File: config.mk
export PLATFORM = sky130hd
export DESIGN_NAME = bitmap_text_glyph_writer_core_flat
export DESIGN_NICKNAME = d
export VERILOG_FILES = /design/src/hdl/gtw_pkg.sv /design/src/hdl/gtw_if.sv /design/src/hdl/gtw_front.sv /design/src/hdl/gtw_fifo.sv /design/src/hdl/gtw_back.sv /design/src/hdl/bitmap_text_glyph_writer_core.sv /design/src/flat_wrapper.sv
export SDC_FILE = /design/constraint.sdc
export NUM_CORES = 1
export LEC_CHECK = 0
export ABC_AREA = 0
export BUFFER_PORTS_ARGS = -buffer_cell sky130_fd_sc_hd__buf_4
export CAP_MARGIN = 5
export CORE_MARGIN = 5
export CORE_UTILIZATION = 45
export CTS_CLUSTER_SIZE = 8
export DETAILED_ROUTE_END_ITERATION = 10
export PLACE_DENSITY_LB_ADDON = 0.25
export SLEW_MARGIN = 20
export SYNTH_ARGS = -nofsm -noshare
export SYNTH_HDL_FRONTEND = slang
export SYNTH_HIERARCHICAL = 1
export SYNTH_SLANG_ARGS = --single-unit
File: constraint.sdc
create_clock -name clk -period 15.24 [get_ports clk]
set_input_delay 3.048 -clock clk [delete_from_list [all_inputs] [get_ports clk]]
set_output_delay 3.048 -clock clk [all_outputs]
set_load 0.02 [all_outputs]
File: src/hdl/gtw_pkg.sv
// Shared types, constants and the 5x7 column font for the glyph writer.
// No dependencies; every other file of the block but gtw_fifo uses this package.
`default_nettype none

package gtw_pkg;

    localparam int GLYPH_SCALE_DEF = 2;
    localparam int COORD_BITS_DEF  = 14;

    localparam int FIELD_BITS     = 14;
    localparam int ROW_BITS       = 14;
    localparam int COLOR_BITS     = 32;
    localparam int CODE_BITS      = 8;
    localparam int DIM_BITS       = 13;
    localparam int GLYPH_COLS     = 5;
    localparam int GLYPH_ROWS     = 7;
    localparam int GLYPH_COL_BITS = 8;
    localparam int GLYPH_BITS     = GLYPH_COLS * GLYPH_COL_BITS;
    localparam int FONT_IDX_BITS  = 6;
    localparam int QUEUE_DEPTH    = 2;

    localparam int APB_ADDR_BITS  = 3;
    localparam int APB_DATA_BITS  = 32;

    localparam logic [CODE_BITS-1:0] FONT_FIRST = 8'd32;
    localparam logic [CODE_BITS-1:0] FONT_END   = 8'd96;
    localparam logic [CODE_BITS-1:0] LOWER_A    = 8'h61;
    localparam logic [CODE_BITS-1:0] LOWER_Z    = 8'h7A;
    localparam logic [CODE_BITS-1:0] CASE_FOLD  = 8'd32;

    localparam logic [DIM_BITS-1:0] FRAME_WIDTH_RST  = 13'd640;
    localparam logic [DIM_BITS-1:0] FRAME_HEIGHT_RST = 13'd480;

    typedef enum logic {
        REG_FRAME_WIDTH  = 1'b0,
        REG_FRAME_HEIGHT = 1'b1
    } reg_index_t;

    typedef struct packed {
        logic [DIM_BITS-1:0] width;
        logic [DIM_BITS-1:0] height;
    } frame_cfg_t;

    // Five column bytes, first column in the top byte. Bit k of a column is glyph row k.
    function automatic logic [GLYPH_BITS-1:0] font_glyph(input logic [FONT_IDX_BITS-1:0] idx);
        logic [GLYPH_BITS-1:0] g;
        unique case (idx)
            6'd0:  g = 40'h0000000000;
            6'd1:  g = 40'h00005F0000;
            6'd2:  g = 40'h0007000700;
            6'd3:  g = 40'h147F147F14;
            6'd4:  g = 40'h242A7F2A12;
            6'd5:  g = 40'h2313086462;
            6'd6:  g = 40'h3649552250;
            6'd7:  g = 40'h0005030000;
            6'd8:  g = 40'h001C224100;
            6'd9:  g = 40'h0041221C00;
            6'd10: g = 40'h14083E0814;
            6'd11: g = 40'h08083E0808;
            6'd12: g = 40'h0050300000;
            6'd13: g = 40'h0808080808;
            6'd14: g = 40'h0060600000;
            6'd15: g = 40'h2010080402;
            6'd16: g = 40'h3E5149453E;
            6'd17: g = 40'h00427F4000;
            6'd18: g = 40'h4261514946;
            6'd19: g = 40'h2141454B31;
            6'd20: g = 40'h1814127F10;
            6'd21: g = 40'h2745454539;
            6'd22: g = 40'h3C4A494930;
            6'd23: g = 40'h0171090503;
            6'd24: g = 40'h3649494936;
            6'd25: g = 40'h064949291E;
            6'd26: g = 40'h0036360000;
            6'd27: g = 40'h0056360000;
            6'd28: g = 40'h0814224100;
            6'd29: g = 40'h1414141414;
            6'd30: g = 40'h0041221408;
            6'd31: g = 40'h0201510906;
            6'd32: g = 40'h324979413E;
            6'd33: g = 40'h7E1111117E;
            6'd34: g = 40'h7F49494936;
            6'd35: g = 40'h3E41414122;
            6'd36: g = 40'h7F4141221C;
            6'd37: g = 40'h7F49494941;
            6'd38: g = 40'h7F09090901;
            6'd39: g = 40'h3E4149497A;
            6'd40: g = 40'h7F0808087F;
            6'd41: g = 40'h00417F4100;
            6'd42: g = 40'h2040413F01;
            6'd43: g = 40'h7F08142241;
            6'd44: g = 40'h7F40404040;
            6'd45: g = 40'h7F020C027F;
            6'd46: g = 40'h7F0408107F;
            6'd47: g = 40'h3E4141413E;
            6'd48: g = 40'h7F09090906;
            6'd49: g = 40'h3E4151215E;
            6'd50: g = 40'h7F09192946;
            6'd51: g = 40'h4649494931;
            6'd52: g = 40'h01017F0101;
            6'd53: g = 40'h3F4040403F;
            6'd54: g = 40'h1F2040201F;
            6'd55: g = 40'h3F4038403F;
            6'd56: g = 40'h6314081463;
            6'd57: g = 40'h0708700807;
            6'd58: g = 40'h6151494543;
            6'd59: g = 40'h007F414100;
            6'd60: g = 40'h0204081020;
            6'd61: g = 40'h0041417F00;
            6'd62: g = 40'h0402010204;
            6'd63: g = 40'h4040404040;
            default: g = '0;
        endcase
        return g;
    endfunction

endpackage

`default_nettype wire

File: src/hdl/gtw_if.sv
// Valid/ready channel interfaces: character requests in, column requests out.
// Depends on gtw_pkg for the field widths.
`default_nettype none

interface gtw_char_if;
    logic                                   valid;
    logic                                   ready;
    logic                                   start_of_line;
    logic signed [gtw_pkg::FIELD_BITS-1:0]  start_x;
    logic signed [gtw_pkg::FIELD_BITS-1:0]  start_y;
    logic        [gtw_pkg::CODE_BITS-1:0]   char_code;
    logic        [gtw_pkg::COLOR_BITS-1:0]  pixel_color;

    modport source (output valid, start_of_line, start_x, start_y, char_code, pixel_color,
                    input ready);
    modport sink   (input valid, start_of_line, start_x, start_y, char_code, pixel_color,
                    output ready);
endinterface

interface gtw_col_if;
    logic                                   valid;
    logic                                   ready;
    logic signed [gtw_pkg::FIELD_BITS-1:0]  column_x;
    logic signed [gtw_pkg::FIELD_BITS-1:0]  column_top_y;
    logic        [gtw_pkg::ROW_BITS-1:0]    row_mask;
    logic        [gtw_pkg::COLOR_BITS-1:0]  paint_color;
    logic                                   last_column;

    modport source (output valid, column_x, column_top_y, row_mask, paint_color, last_column,
                    input ready);
    modport sink   (input valid, column_x, column_top_y, row_mask, paint_color, last_column,
                    output ready);
endinterface

`default_nettype wire

File: src/hdl/gtw_front.sv
// Front end: accepts characters, keeps the cursor, folds case, fetches the glyph
// and precomputes the row clip mask. Depends on gtw_pkg and gtw_if.
`default_nettype none

module gtw_front #(
    parameter int GLYPH_SCALE = gtw_pkg::GLYPH_SCALE_DEF,
    parameter int COORD_BITS  = gtw_pkg::COORD_BITS_DEF,
    parameter int ENTRY_W     = 1
) (
    input  wire logic               clk,
    input  wire logic               rst_n,
    gtw_char_if.sink                in_chan,
    input  wire gtw_pkg::frame_cfg_t cfg,
    input  wire logic               full,
    output logic                    push,
    output logic [ENTRY_W-1:0]      push_data
);
    import gtw_pkg::*;

    localparam int XW = ((COORD_BITS > FIELD_BITS) ? COORD_BITS : FIELD_BITS) + 2;
    localparam logic signed [XW-1:0] C_MAX   = XW'((1 << (COORD_BITS - 1)) - 1);
    localparam logic signed [XW-1:0] C_MIN   = XW'(-(1 << (COORD_BITS - 1)));
    localparam logic signed [XW-1:0] F_MAX   = XW'((1 << (FIELD_BITS - 1)) - 1);
    localparam logic signed [XW-1:0] F_MIN   = XW'(-(1 << (FIELD_BITS - 1)));
    localparam logic signed [XW-1:0] ADVANCE = XW'((GLYPH_COLS + 1) * GLYPH_SCALE);

    logic signed [COORD_BITS-1:0] cursor_x_reg, cursor_x_next;
    logic signed [COORD_BITS-1:0] cursor_y_reg, cursor_y_next;
    logic signed [XW-1:0]         sx_ext, sy_ext, cx_ext, cy_ext, height_ext;
    logic [CODE_BITS-1:0]         code_fold;
    logic                         drawn;
    logic                         accept;
    logic [FONT_IDX_BITS-1:0]     font_idx;
    logic [ROW_BITS-1:0]          row_ok;
    logic [FIELD_BITS-1:0]        top_y;

    function automatic logic signed [XW-1:0] sat(input logic signed [XW-1:0] v,
                                                  input logic signed [XW-1:0] lo,
                                                  input logic signed [XW-1:0] hi);
        return (v < lo) ? lo : ((v > hi) ? hi : v);
    endfunction

    assign in_chan.ready = !full;
    assign accept        = in_chan.valid && !full;

    always_comb
    begin
        sx_ext = XW'(in_chan.start_x);
        sy_ext = XW'(in_chan.start_y);
        if (in_chan.start_of_line)
        begin
            cx_ext = sat(sx_ext, C_MIN, C_MAX);
            cy_ext = sat(sy_ext, C_MIN, C_MAX);
        end
        else
        begin
            cx_ext = XW'(cursor_x_reg);
            cy_ext = XW'(cursor_y_reg);
        end
    end

    always_comb
    begin
        if (in_chan.char_code >= LOWER_A && in_chan.char_code <= LOWER_Z)
            code_fold = in_chan.char_code - CASE_FOLD;
        else
            code_fold = in_chan.char_code;
        drawn    = (code_fold >= FONT_FIRST) && (code_fold < FONT_END);
        font_idx = FONT_IDX_BITS'(code_fold - FONT_FIRST);
    end

    // Rows are clipped once per character; the top y is the same for all columns.
    always_comb
    begin
        height_ext = XW'($signed({1'b0, cfg.height}));
        for (int r = 0; r < ROW_BITS; r++)
        begin
            row_ok[r] = ((cy_ext + XW'(r)) >= 0) && ((cy_ext + XW'(r)) < height_ext);
        end
        top_y = FIELD_BITS'(sat(cy_ext, F_MIN, F_MAX));
    end

    assign push      = accept && drawn;
    assign push_data = {cx_ext[COORD_BITS-1:0], top_y, row_ok, font_glyph(font_idx),
                        in_chan.pixel_color};

    always_comb
    begin
        cursor_x_next = cursor_x_reg;
        cursor_y_next = cursor_y_reg;
        if (accept)
        begin
            cursor_x_next = COORD_BITS'(sat(cx_ext + ADVANCE, C_MIN, C_MAX));
            cursor_y_next = COORD_BITS'(cy_ext);
        end
    end

    always_ff @(posedge clk or negedge rst_n)
    begin
        if (!rst_n)
        begin
            cursor_x_reg <= '0;
            cursor_y_reg <= '0;
        end
        else
        begin
            cursor_x_reg <= cursor_x_next;
            cursor_y_reg <= cursor_y_next;
        end
    end

endmodule

`default_nettype wire

File: src/hdl/gtw_fifo.sv
// Small register queue between the front and back ends.
// Depends on nothing but its parameters.
`default_nettype none

module gtw_fifo #(
    parameter int WIDTH = 1,
    parameter int DEPTH = 2
) (
    input  wire logic             clk,
    input  wire logic             rst_n,
    input  wire logic             push,
    input  wire logic [WIDTH-1:0] push_data,
    input  wire logic             pop,
    output logic                  full,
    output logic                  not_empty,
    output logic [WIDTH-1:0]      head_data
);
    localparam int PW = (DEPTH > 1) ? $clog2(DEPTH) : 1;
    localparam int NW = $clog2(DEPTH + 1);
    localparam logic [PW-1:0] PTR_LAST = PW'(DEPTH - 1);
    localparam logic [NW-1:0] CNT_FULL = NW'(DEPTH);

    logic [WIDTH-1:0] slot_reg [DEPTH];
    logic [PW-1:0]    wr_ptr_reg, wr_ptr_next, rd_ptr_reg, rd_ptr_next;
    logic [NW-1:0]    count_reg, count_next;
    logic             do_push, do_pop;

    assign full      = (count_reg == CNT_FULL);
    assign not_empty = (count_reg != '0);
    assign head_data = slot_reg[rd_ptr_reg];
    assign do_push   = push && !full;
    assign do_pop    = pop && not_empty;

    always_comb
    begin
        wr_ptr_next = wr_ptr_reg;
        rd_ptr_next = rd_ptr_reg;
        count_next  = count_reg;
        if (do_push)
            wr_ptr_next = (wr_ptr_reg == PTR_LAST) ? '0 : wr_ptr_reg + 1'b1;
        if (do_pop)
            rd_ptr_next = (rd_ptr_reg == PTR_LAST) ? '0 : rd_ptr_reg + 1'b1;
        if (do_push && !do_pop)
            count_next = count_reg + 1'b1;
        else if (do_pop && !do_push)
            count_next = count_reg - 1'b1;
    end

    always_ff @(posedge clk or negedge rst_n)
    begin
        if (!rst_n)
        begin
            wr_ptr_reg <= '0;
            rd_ptr_reg <= '0;
            count_reg  <= '0;
        end
        else
        begin
            wr_ptr_reg <= wr_ptr_next;
            rd_ptr_reg <= rd_ptr_next;
            count_reg  <= count_next;
        end
    end

    always_ff @(posedge clk)
    begin
        if (do_push)
            slot_reg[wr_ptr_reg] <= push_data;
    end

endmodule

`default_nettype wire

File: src/hdl/gtw_back.sv
// Back end: walks the scaled columns of the queued character, applies the
// column clip and drives the registered output channel. Depends on gtw_pkg, gtw_if.
`default_nettype none

module gtw_back #(
    parameter int GLYPH_SCALE = gtw_pkg::GLYPH_SCALE_DEF,
    parameter int COORD_BITS  = gtw_pkg::COORD_BITS_DEF,
    parameter int ENTRY_W     = 1
) (
    input  wire logic               clk,
    input  wire logic               rst_n,
    input  wire gtw_pkg::frame_cfg_t cfg,
    input  wire logic               head_valid,
    input  wire logic [ENTRY_W-1:0] head_data,
    output logic                    pop,
    gtw_col_if.source               out_chan
);
    import gtw_pkg::*;

    localparam int XW    = ((COORD_BITS > FIELD_BITS) ? COORD_BITS : FIELD_BITS) + 2;
    localparam int NCOLS = GLYPH_COLS * GLYPH_SCALE;
    localparam int CW    = $clog2(NCOLS);
    localparam int GW    = $clog2(GLYPH_COLS);
    localparam int RW    = (GLYPH_SCALE > 1) ? $clog2(GLYPH_SCALE) : 1;
    localparam logic [CW-1:0] COL_LAST = CW'(NCOLS - 1);
    localparam logic [RW-1:0] REP_LAST = RW'(GLYPH_SCALE - 1);
    localparam logic signed [XW-1:0] F_MAX = XW'((1 << (FIELD_BITS - 1)) - 1);
    localparam logic signed [XW-1:0] F_MIN = XW'(-(1 << (FIELD_BITS - 1)));

    logic signed [COORD_BITS-1:0] cx;
    logic [FIELD_BITS-1:0]        top_y;
    logic [ROW_BITS-1:0]          row_ok;
    logic [GLYPH_BITS-1:0]        glyph;
    logic [COLOR_BITS-1:0]        color;
    logic [GLYPH_COL_BITS-1:0]    glyph_col [GLYPH_COLS];
    logic [GLYPH_COL_BITS-1:0]    col_bits;

    logic [CW-1:0] col_reg, col_next;
    logic [GW-1:0] gcol_reg, gcol_next;
    logic [RW-1:0] rep_reg, rep_next;
    logic          last, step;

    logic signed [XW-1:0]  px, width_ext, px_sat;
    logic                  x_ok;
    logic [ROW_BITS-1:0]   mask;

    logic                  out_valid_reg, out_valid_next;
    logic [FIELD_BITS-1:0] column_x_reg, top_y_reg;
    logic [ROW_BITS-1:0]   row_mask_reg;
    logic [COLOR_BITS-1:0] color_reg;
    logic                  last_reg;

    assign {cx, top_y, row_ok, glyph, color} = head_data;

    always_comb
    begin
        for (int j = 0; j < GLYPH_COLS; j++)
        begin
            glyph_col[j] = glyph[GLYPH_BITS - 1 - j * GLYPH_COL_BITS -: GLYPH_COL_BITS];
        end
    end
    assign col_bits = glyph_col[gcol_reg];

    assign width_ext = XW'($signed({1'b0, cfg.width}));
    assign px        = XW'(cx) + XW'($signed({1'b0, col_reg}));
    assign x_ok      = (px >= 0) && (px < width_ext);
    assign px_sat    = (px < F_MIN) ? F_MIN : ((px > F_MAX) ? F_MAX : px);

    // Each glyph row covers GLYPH_SCALE mask rows; rows past the scaled glyph stay clear.
    for (genvar r = 0; r < ROW_BITS; r++)
    begin : g_row
        if (r < GLYPH_ROWS * GLYPH_SCALE)
        begin : g_on
            assign mask[r] = x_ok && row_ok[r] && col_bits[r / GLYPH_SCALE];
        end
        else
        begin : g_off
            assign mask[r] = 1'b0;
        end
    end

    assign last = (col_reg == COL_LAST);
    assign step = head_valid && (!out_valid_reg || out_chan.ready);
    assign pop  = step && last;

    always_comb
    begin
        col_next  = col_reg;
        gcol_next = gcol_reg;
        rep_next  = rep_reg;
        if (step)
        begin
            if (last)
            begin
                col_next  = '0;
                gcol_next = '0;
                rep_next  = '0;
            end
            else
            begin
                col_next = col_reg + 1'b1;
                if (rep_reg == REP_LAST)
                begin
                    rep_next  = '0;
                    gcol_next = gcol_reg + 1'b1;
                end
                else
                begin
                    rep_next = rep_reg + 1'b1;
                end
            end
        end
    end

    always_comb
    begin
        if (step)
            out_valid_next = 1'b1;
        else if (out_chan.ready)
            out_valid_next = 1'b0;
        else
            out_valid_next = out_valid_reg;
    end

    always_ff @(posedge clk or negedge rst_n)
    begin
        if (!rst_n)
        begin
            col_reg       <= '0;
            gcol_reg      <= '0;
            rep_reg       <= '0;
            out_valid_reg <= 1'b0;
        end
        else
        begin
            col_reg       <= col_next;
            gcol_reg      <= gcol_next;
            rep_reg       <= rep_next;
            out_valid_reg <= out_valid_next;
        end
    end

    always_ff @(posedge clk)
    begin
        if (step)
        begin
            column_x_reg <= FIELD_BITS'(px_sat);
            top_y_reg    <= top_y;
            row_mask_reg <= mask;
            color_reg    <= color;
            last_reg     <= last;
        end
    end

    assign out_chan.valid        = out_valid_reg;
    assign out_chan.column_x     = column_x_reg;
    assign out_chan.column_top_y = top_y_reg;
    assign out_chan.row_mask     = row_mask_reg;
    assign out_chan.paint_color  = color_reg;
    assign out_chan.last_column  = last_reg;

endmodule

`default_nettype wire

File: src/hdl/bitmap_text_glyph_writer_core.sv
// Glyph writer: 5x7 font, scaled, one column request per cycle if not stalled.
//
// in_chan takes one character request per handshake: an optional cursor restart
// (start_of_line with start_x, start_y), the raw code and the paint color.
// Lower-case letters fold to upper case; codes 32..95 draw a glyph, all others
// draw nothing. Every character moves the cursor right by 6*GLYPH_SCALE pixels.
// out_chan gives 5*GLYPH_SCALE column requests per drawn character (ten at the
// default scale), one per cycle, the final one flagged by last_column.
// The front end takes a character every cycle while its two-entry queue has room;
// the back end's column counter walks every column of one drawn character before
// it pops the next, and characters that draw nothing never enter the queue.
// A character's first column request passes the queue, then the output register.
// When out_chan stalls, the output register holds its request and the back end
// waits; the queue then fills and in_chan.ready drops.
// Reset clears the cursor to 0,0, empties the queue and sets the frame size to
// 640 by 480. The APB port holds frame_width at 0x0 and frame_height at 0x4;
// write them only while no character is in flight.
`default_nettype none

module bitmap_text_glyph_writer_core #(
    parameter int GLYPH_SCALE = gtw_pkg::GLYPH_SCALE_DEF,
    parameter int COORD_BITS  = gtw_pkg::COORD_BITS_DEF
) (
    input  wire logic                              clk,
    input  wire logic                              rst_n,
    gtw_char_if.sink                               in_chan,
    gtw_col_if.source                              out_chan,
    input  wire logic                              psel,
    input  wire logic                              penable,
    input  wire logic                              pwrite,
    input  wire logic [gtw_pkg::APB_ADDR_BITS-1:0] paddr,
    input  wire logic [gtw_pkg::APB_DATA_BITS-1:0] pwdata,
    output logic      [gtw_pkg::APB_DATA_BITS-1:0] prdata,
    output logic                                   pready
);
    import gtw_pkg::*;

    localparam int ENTRY_W = COORD_BITS + FIELD_BITS + ROW_BITS + GLYPH_BITS + COLOR_BITS;

    frame_cfg_t          cfg_reg, cfg_next;
    reg_index_t          reg_sel;
    logic                wr_en;
    logic                push, pop, full, not_empty;
    logic [ENTRY_W-1:0]  push_data, head_data;

    assign pready  = 1'b1;
    assign reg_sel = reg_index_t'(paddr[2]);
    assign wr_en   = psel && penable && pwrite;

    always_comb
    begin
        cfg_next = cfg_reg;
        if (wr_en)
        begin
            unique case (reg_sel)
                REG_FRAME_WIDTH:  cfg_next.width  = pwdata[DIM_BITS-1:0];
                REG_FRAME_HEIGHT: cfg_next.height = pwdata[DIM_BITS-1:0];
                default:          cfg_next = cfg_reg;
            endcase
        end
    end

    always_comb
    begin
        unique case (reg_sel)
            REG_FRAME_WIDTH:  prdata = APB_DATA_BITS'(cfg_reg.width);
            REG_FRAME_HEIGHT: prdata = APB_DATA_BITS'(cfg_reg.height);
            default:          prdata = '0;
        endcase
    end

    always_ff @(posedge clk or negedge rst_n)
    begin
        if (!rst_n)
        begin
            cfg_reg.width  <= FRAME_WIDTH_RST;
            cfg_reg.height <= FRAME_HEIGHT_RST;
        end
        else
        begin
            cfg_reg <= cfg_next;
        end
    end

    gtw_front #(
        .GLYPH_SCALE (GLYPH_SCALE),
        .COORD_BITS  (COORD_BITS),
        .ENTRY_W     (ENTRY_W)
    ) u_front (
        .clk       (clk),
        .rst_n     (rst_n),
        .in_chan   (in_chan),
        .cfg       (cfg_reg),
        .full      (full),
        .push      (push),
        .push_data (push_data)
    );

    gtw_fifo #(
        .WIDTH (ENTRY_W),
        .DEPTH (QUEUE_DEPTH)
    ) u_fifo (
        .clk       (clk),
        .rst_n     (rst_n),
        .push      (push),
        .push_data (push_data),
        .pop       (pop),
        .full      (full),
        .not_empty (not_empty),
        .head_data (head_data)
    );

    gtw_back #(
        .GLYPH_SCALE (GLYPH_SCALE),
        .COORD_BITS  (COORD_BITS),
        .ENTRY_W     (ENTRY_W)
    ) u_back (
        .clk        (clk),
        .rst_n      (rst_n),
        .cfg        (cfg_reg),
        .head_valid (not_empty),
        .head_data  (head_data),
        .pop        (pop),
        .out_chan   (out_chan)
    );

endmodule

`default_nettype wire

File: src/flat_wrapper.sv
// flat-port wrapper written by rule: the top's interface ports become plain ports
module bitmap_text_glyph_writer_core_flat import gtw_pkg::*;
#(
    parameter int GLYPH_SCALE = gtw_pkg::GLYPH_SCALE_DEF,
    parameter int COORD_BITS  = gtw_pkg::COORD_BITS_DEF
)
  (clk, rst_n, psel, penable, pwrite, paddr, pwdata, prdata, pready, in_chan_valid, in_chan_start_of_line, in_chan_start_x, in_chan_start_y, in_chan_char_code, in_chan_pixel_color, in_chan_ready, out_chan_valid, out_chan_column_x, out_chan_column_top_y, out_chan_row_mask, out_chan_paint_color, out_chan_last_column, out_chan_ready);
  gtw_char_if in_chan_i ();
  gtw_col_if out_chan_i ();
  input  wire logic clk;
  input  wire logic rst_n;
  input  wire logic psel;
  input  wire logic penable;
  input  wire logic pwrite;
  input  wire logic [gtw_pkg::APB_ADDR_BITS-1:0] paddr;
  input  wire logic [gtw_pkg::APB_DATA_BITS-1:0] pwdata;
  output logic      [gtw_pkg::APB_DATA_BITS-1:0] prdata;
  output logic pready;
  input wire logic [$bits(in_chan_i.valid)-1:0] in_chan_valid;
  input wire logic [$bits(in_chan_i.start_of_line)-1:0] in_chan_start_of_line;
  input wire logic [$bits(in_chan_i.start_x)-1:0] in_chan_start_x;
  input wire logic [$bits(in_chan_i.start_y)-1:0] in_chan_start_y;
  input wire logic [$bits(in_chan_i.char_code)-1:0] in_chan_char_code;
  input wire logic [$bits(in_chan_i.pixel_color)-1:0] in_chan_pixel_color;
  output wire logic [$bits(in_chan_i.ready)-1:0] in_chan_ready;
  output wire logic [$bits(out_chan_i.valid)-1:0] out_chan_valid;
  output wire logic [$bits(out_chan_i.column_x)-1:0] out_chan_column_x;
  output wire logic [$bits(out_chan_i.column_top_y)-1:0] out_chan_column_top_y;
  output wire logic [$bits(out_chan_i.row_mask)-1:0] out_chan_row_mask;
  output wire logic [$bits(out_chan_i.paint_color)-1:0] out_chan_paint_color;
  output wire logic [$bits(out_chan_i.last_column)-1:0] out_chan_last_column;
  input wire logic [$bits(out_chan_i.ready)-1:0] out_chan_ready;
  assign in_chan_i.valid = in_chan_valid;
  assign in_chan_i.start_of_line = in_chan_start_of_line;
  assign in_chan_i.start_x = in_chan_start_x;
  assign in_chan_i.start_y = in_chan_start_y;
  assign in_chan_i.char_code = in_chan_char_code;
  assign in_chan_i.pixel_color = in_chan_pixel_color;
  assign in_chan_ready = in_chan_i.ready;
  assign out_chan_valid = out_chan_i.valid;
  assign out_chan_column_x = out_chan_i.column_x;
  assign out_chan_column_top_y = out_chan_i.column_top_y;
  assign out_chan_row_mask = out_chan_i.row_mask;
  assign out_chan_paint_color = out_chan_i.paint_color;
  assign out_chan_last_column = out_chan_i.last_column;
  assign out_chan_i.ready = out_chan_ready;
  bitmap_text_glyph_writer_core #(.GLYPH_SCALE(GLYPH_SCALE), .COORD_BITS(COORD_BITS)) u_core (.clk(clk), .rst_n(rst_n), .in_chan(in_chan_i), .out_chan(out_chan_i), .psel(psel), .penable(penable), .pwrite(pwrite), .paddr(paddr), .pwdata(pwdata), .prdata(prdata), .pready(pready));
endmodule
==> impl_metrics.csv <==
group,metric,value,unit
outcome,status,"finished, final reports clean",
setup_path,cp.arrival,7880,ps
routing,wirelength,70400,um
cts,cts_max_path_buffers,3,
cts,path_clk_slew,50,ps
min_path,hold_class,"flip-flop to flip-flop",
power,vdd_ir_drop_max,0.0000997,V
timing,maxSlewHeadroom,32.6,%
placed_design,gp_congestion,1.01,
global_route,grt_overflow,0,
power,switchingPower,1.84,mW
power,p_clk_share,22.3,%
routing,drc,0,
global_route,grt_pass1_wl,107000,um
routing,via_per_inst,5.95,
die,rows,85,
die,core-area,0.0539,mm2
cts,clock_latency,600,ps
timing,fin_skew,31.4,ps
power,power,4.69,mW
synthesis,synthesis.area,0.0245,mm2
power,p_comb_share,45.7,%
routing,first_pass_iters,6,
cts,cts_made_buffers,51,
placed_design,io_buffers,179,
min_path,min_to,"u_core/u_front/cursor_x_reg[10]",
cts,cts.htree.levels,2,
power,p_seq_share,32.0,%
timing,rsz0062_at_grt,"no",
die,start_util,45.5,%
timing,setup_viol,0,
timing,max_freq,134,MHz
power,intPower,2.85,mW
final_layout,finalNetCount,2697,
synthesis,synthCells,2266,
timing,finalSetupTns,0,ps
setup_path,ff2ff_setup_slack,10760,ps
timing,fin_hold_ws,468,ps
setup_path,regToRegStartpoint,"u_core/u_fifo/rd_ptr_reg",
setup_path,crit_path_top_delay_cell,"a21boi_0",
global_route,antenna_found_initial,0,
routing,routedWlPerCell,22.7,um
global_route,grtUsageTotal,22.8,%
setup_path,start_kind,"input port",
global_route,grt_pass1_vias,18000,
global_route,grt_max_degree,109,
placed_design,place_area,0.0260,mm2
setup_path,crit_family,"compound AO/OA/AOI/OAI gates",
final_layout,largest_reg_flops,218,
timing,hold_violations,0,
timing,worst_pin_slew,1010,ps
setup_path,crit_required,15650,ps
cts,clock-sinks,360,
cts,cts.repair.resized,0,
cts,cts_tree,"done",
final_layout,area_delta_synth_final,12.3,%
setup_path,crit_type,"input port to flip-flop",
timing,slew_viol_final,0,
power,leakage,11.0,nW
die,die-area,0.0592,mm2
min_path,whs_path_depth,2,
synthesis,synth_warnings,6,
min_path,worstHoldStart,"u_core/u_front/cursor_x_reg[10]",
routing,drt_iter0_drc,1751,
timing,period_needed,7470,ps
setup_path,reg2regPathDepth,15,
die,die_x,243,um
die,die_y,243,um
cts,cts-root-buf,"clkbuf_16",
final_layout,final_area,0.0275,mm2
routing,ant_nets,0,
die,boundaryPins,221,
setup_path,endpoint_kind,"flip-flop",
setup_path,critical-path-max-stage-delay,740,ps
timing,period_share,49.0,%
final_layout,fin_util,51.0,%
setup_path,r2r_end,"u_core/u_back/out_chan.row_mask[11]",
placed_design,hpwl,48600,um
routing,via_count,18500,
power,p_sw_share,39.1,%
cts,postCtsHoldBufs,0,
flow_run,cap_violations,0,
power,power_density,170,mW/mm2
synthesis,syn_avg_cell_area,10.8,um2
cts,cts_setup_buffers,0,
setup_path,cp_cell_sequence,"buf_4, buf_4, mux2_2, inv_1, ha_1, a21boi_0, nor2_1, xnor2_1, ha_1, nand4_1, nor2_1, a311oi_1, nand3_1, a2111oi_0, a21o_1",
setup_path,path_buf_inv,3,
final_layout,drive_gt1_share,21.8,%
setup_path,crit_fanout,54,
-- how the worst max path moves through the flow --
stage	slack, ps	startpoint	to	cells past startpoint
after floorplan	5350	in_chan_char_code[0]	u_core/u_fifo/slot_reg[0][0]	9
after global placement	7470	in_chan_start_of_line	u_core/u_fifo/slot_reg[0][85]	16
after detailed placement	7370	in_chan_start_of_line	u_core/u_fifo/slot_reg[0][85]	15
after CTS	7970	in_chan_start_of_line	u_core/u_fifo/slot_reg[1][85]	16
after global routing	7450	in_chan_start_of_line	u_core/u_fifo/slot_reg[1][85]	15
final	7770	in_chan_start_of_line	u_core/u_fifo/slot_reg[1][85]	15
-- per-layer routing --
metal  track usage (%)  share of wire (%)  vias up
met4              9.48                4.3        0
met2              36.8                 46      753
met1              30.3                 42     9036
li1                  -                  -     8519
met5                 0                  0        -
met3              4.13                7.1      187
-- cell type report --
class	count	area [um2]
well taps	696	871
clock inverters	3	51.3
inverters	100	382
repair buffers	206	1550
fillers	4734	26400
flip-flops and latches	360	10500
clock buffers	81	1430
multi-input cells	1661	12800
diodes	1	2.50
-- layout by cell type, fill, tap and decap left out, types with 14 or more instances in the layout --
| cell type | n |
|---|---|
| nor3_1 | 19 |
| dfrtp_1 | 60 |
| a21oi_1 | 141 |
| and2_1 | 14 |
| edfxtp_1 | 293 |
| o21ai_0 | 112 |
| mux2_4 | 57 |
| inv_1 | 87 |
| o211ai_1 | 28 |
| a211oi_1 | 24 |
| and3_1 | 17 |
| ha_1 | 205 |
| xnor2_1 | 128 |
| nand2b_1 | 28 |
| nand4_1 | 25 |
| clkbuf_1 | 27 |
| nand3_1 | 53 |
| nor2_1 | 137 |
| mux2_2 | 108 |
| a31oi_1 | 21 |
| a21o_1 | 28 |
| nand2_1 | 235 |
| buf_4 | 206 |
| clkbuf_16 | 52 |
| nor2b_1 | 15 |
| conb_1 | 20 |
-- power groups by stage --
stage | logic, mW | clock network (mW) | registers (mW)
floorplan | 1.41 | 0 | 1.57
global placement | 2.05 | 0 | 1.51
detailed placement | 2.12 | 0 | 1.52
CTS | 2.13 | 1.07 | 1.50
global route | 2.32 | 1.12 | 1.52
finish | 2.14 | 1.05 | 1.50
-- worst reg2reg max path: cells and delay by family (launching register included) --
kind	cells	cell delay, ps
compound gates	5	1580
simple gates	3	510
xor+xnor	1	160
buf+inv	2	130
fa+ha+maj	3	840
mux	1	340
flops	1	610
-- per-stage QoR --
stage	worst slack, ps	std cells
after global routing	7450	3107
after global placement	7470	3023
final	7770	3108
after CTS	7970	3107
after floorplan	5350	2284
after detailed placement	7370	3023
Note: power is estimated with default switching activity, not from simulation.
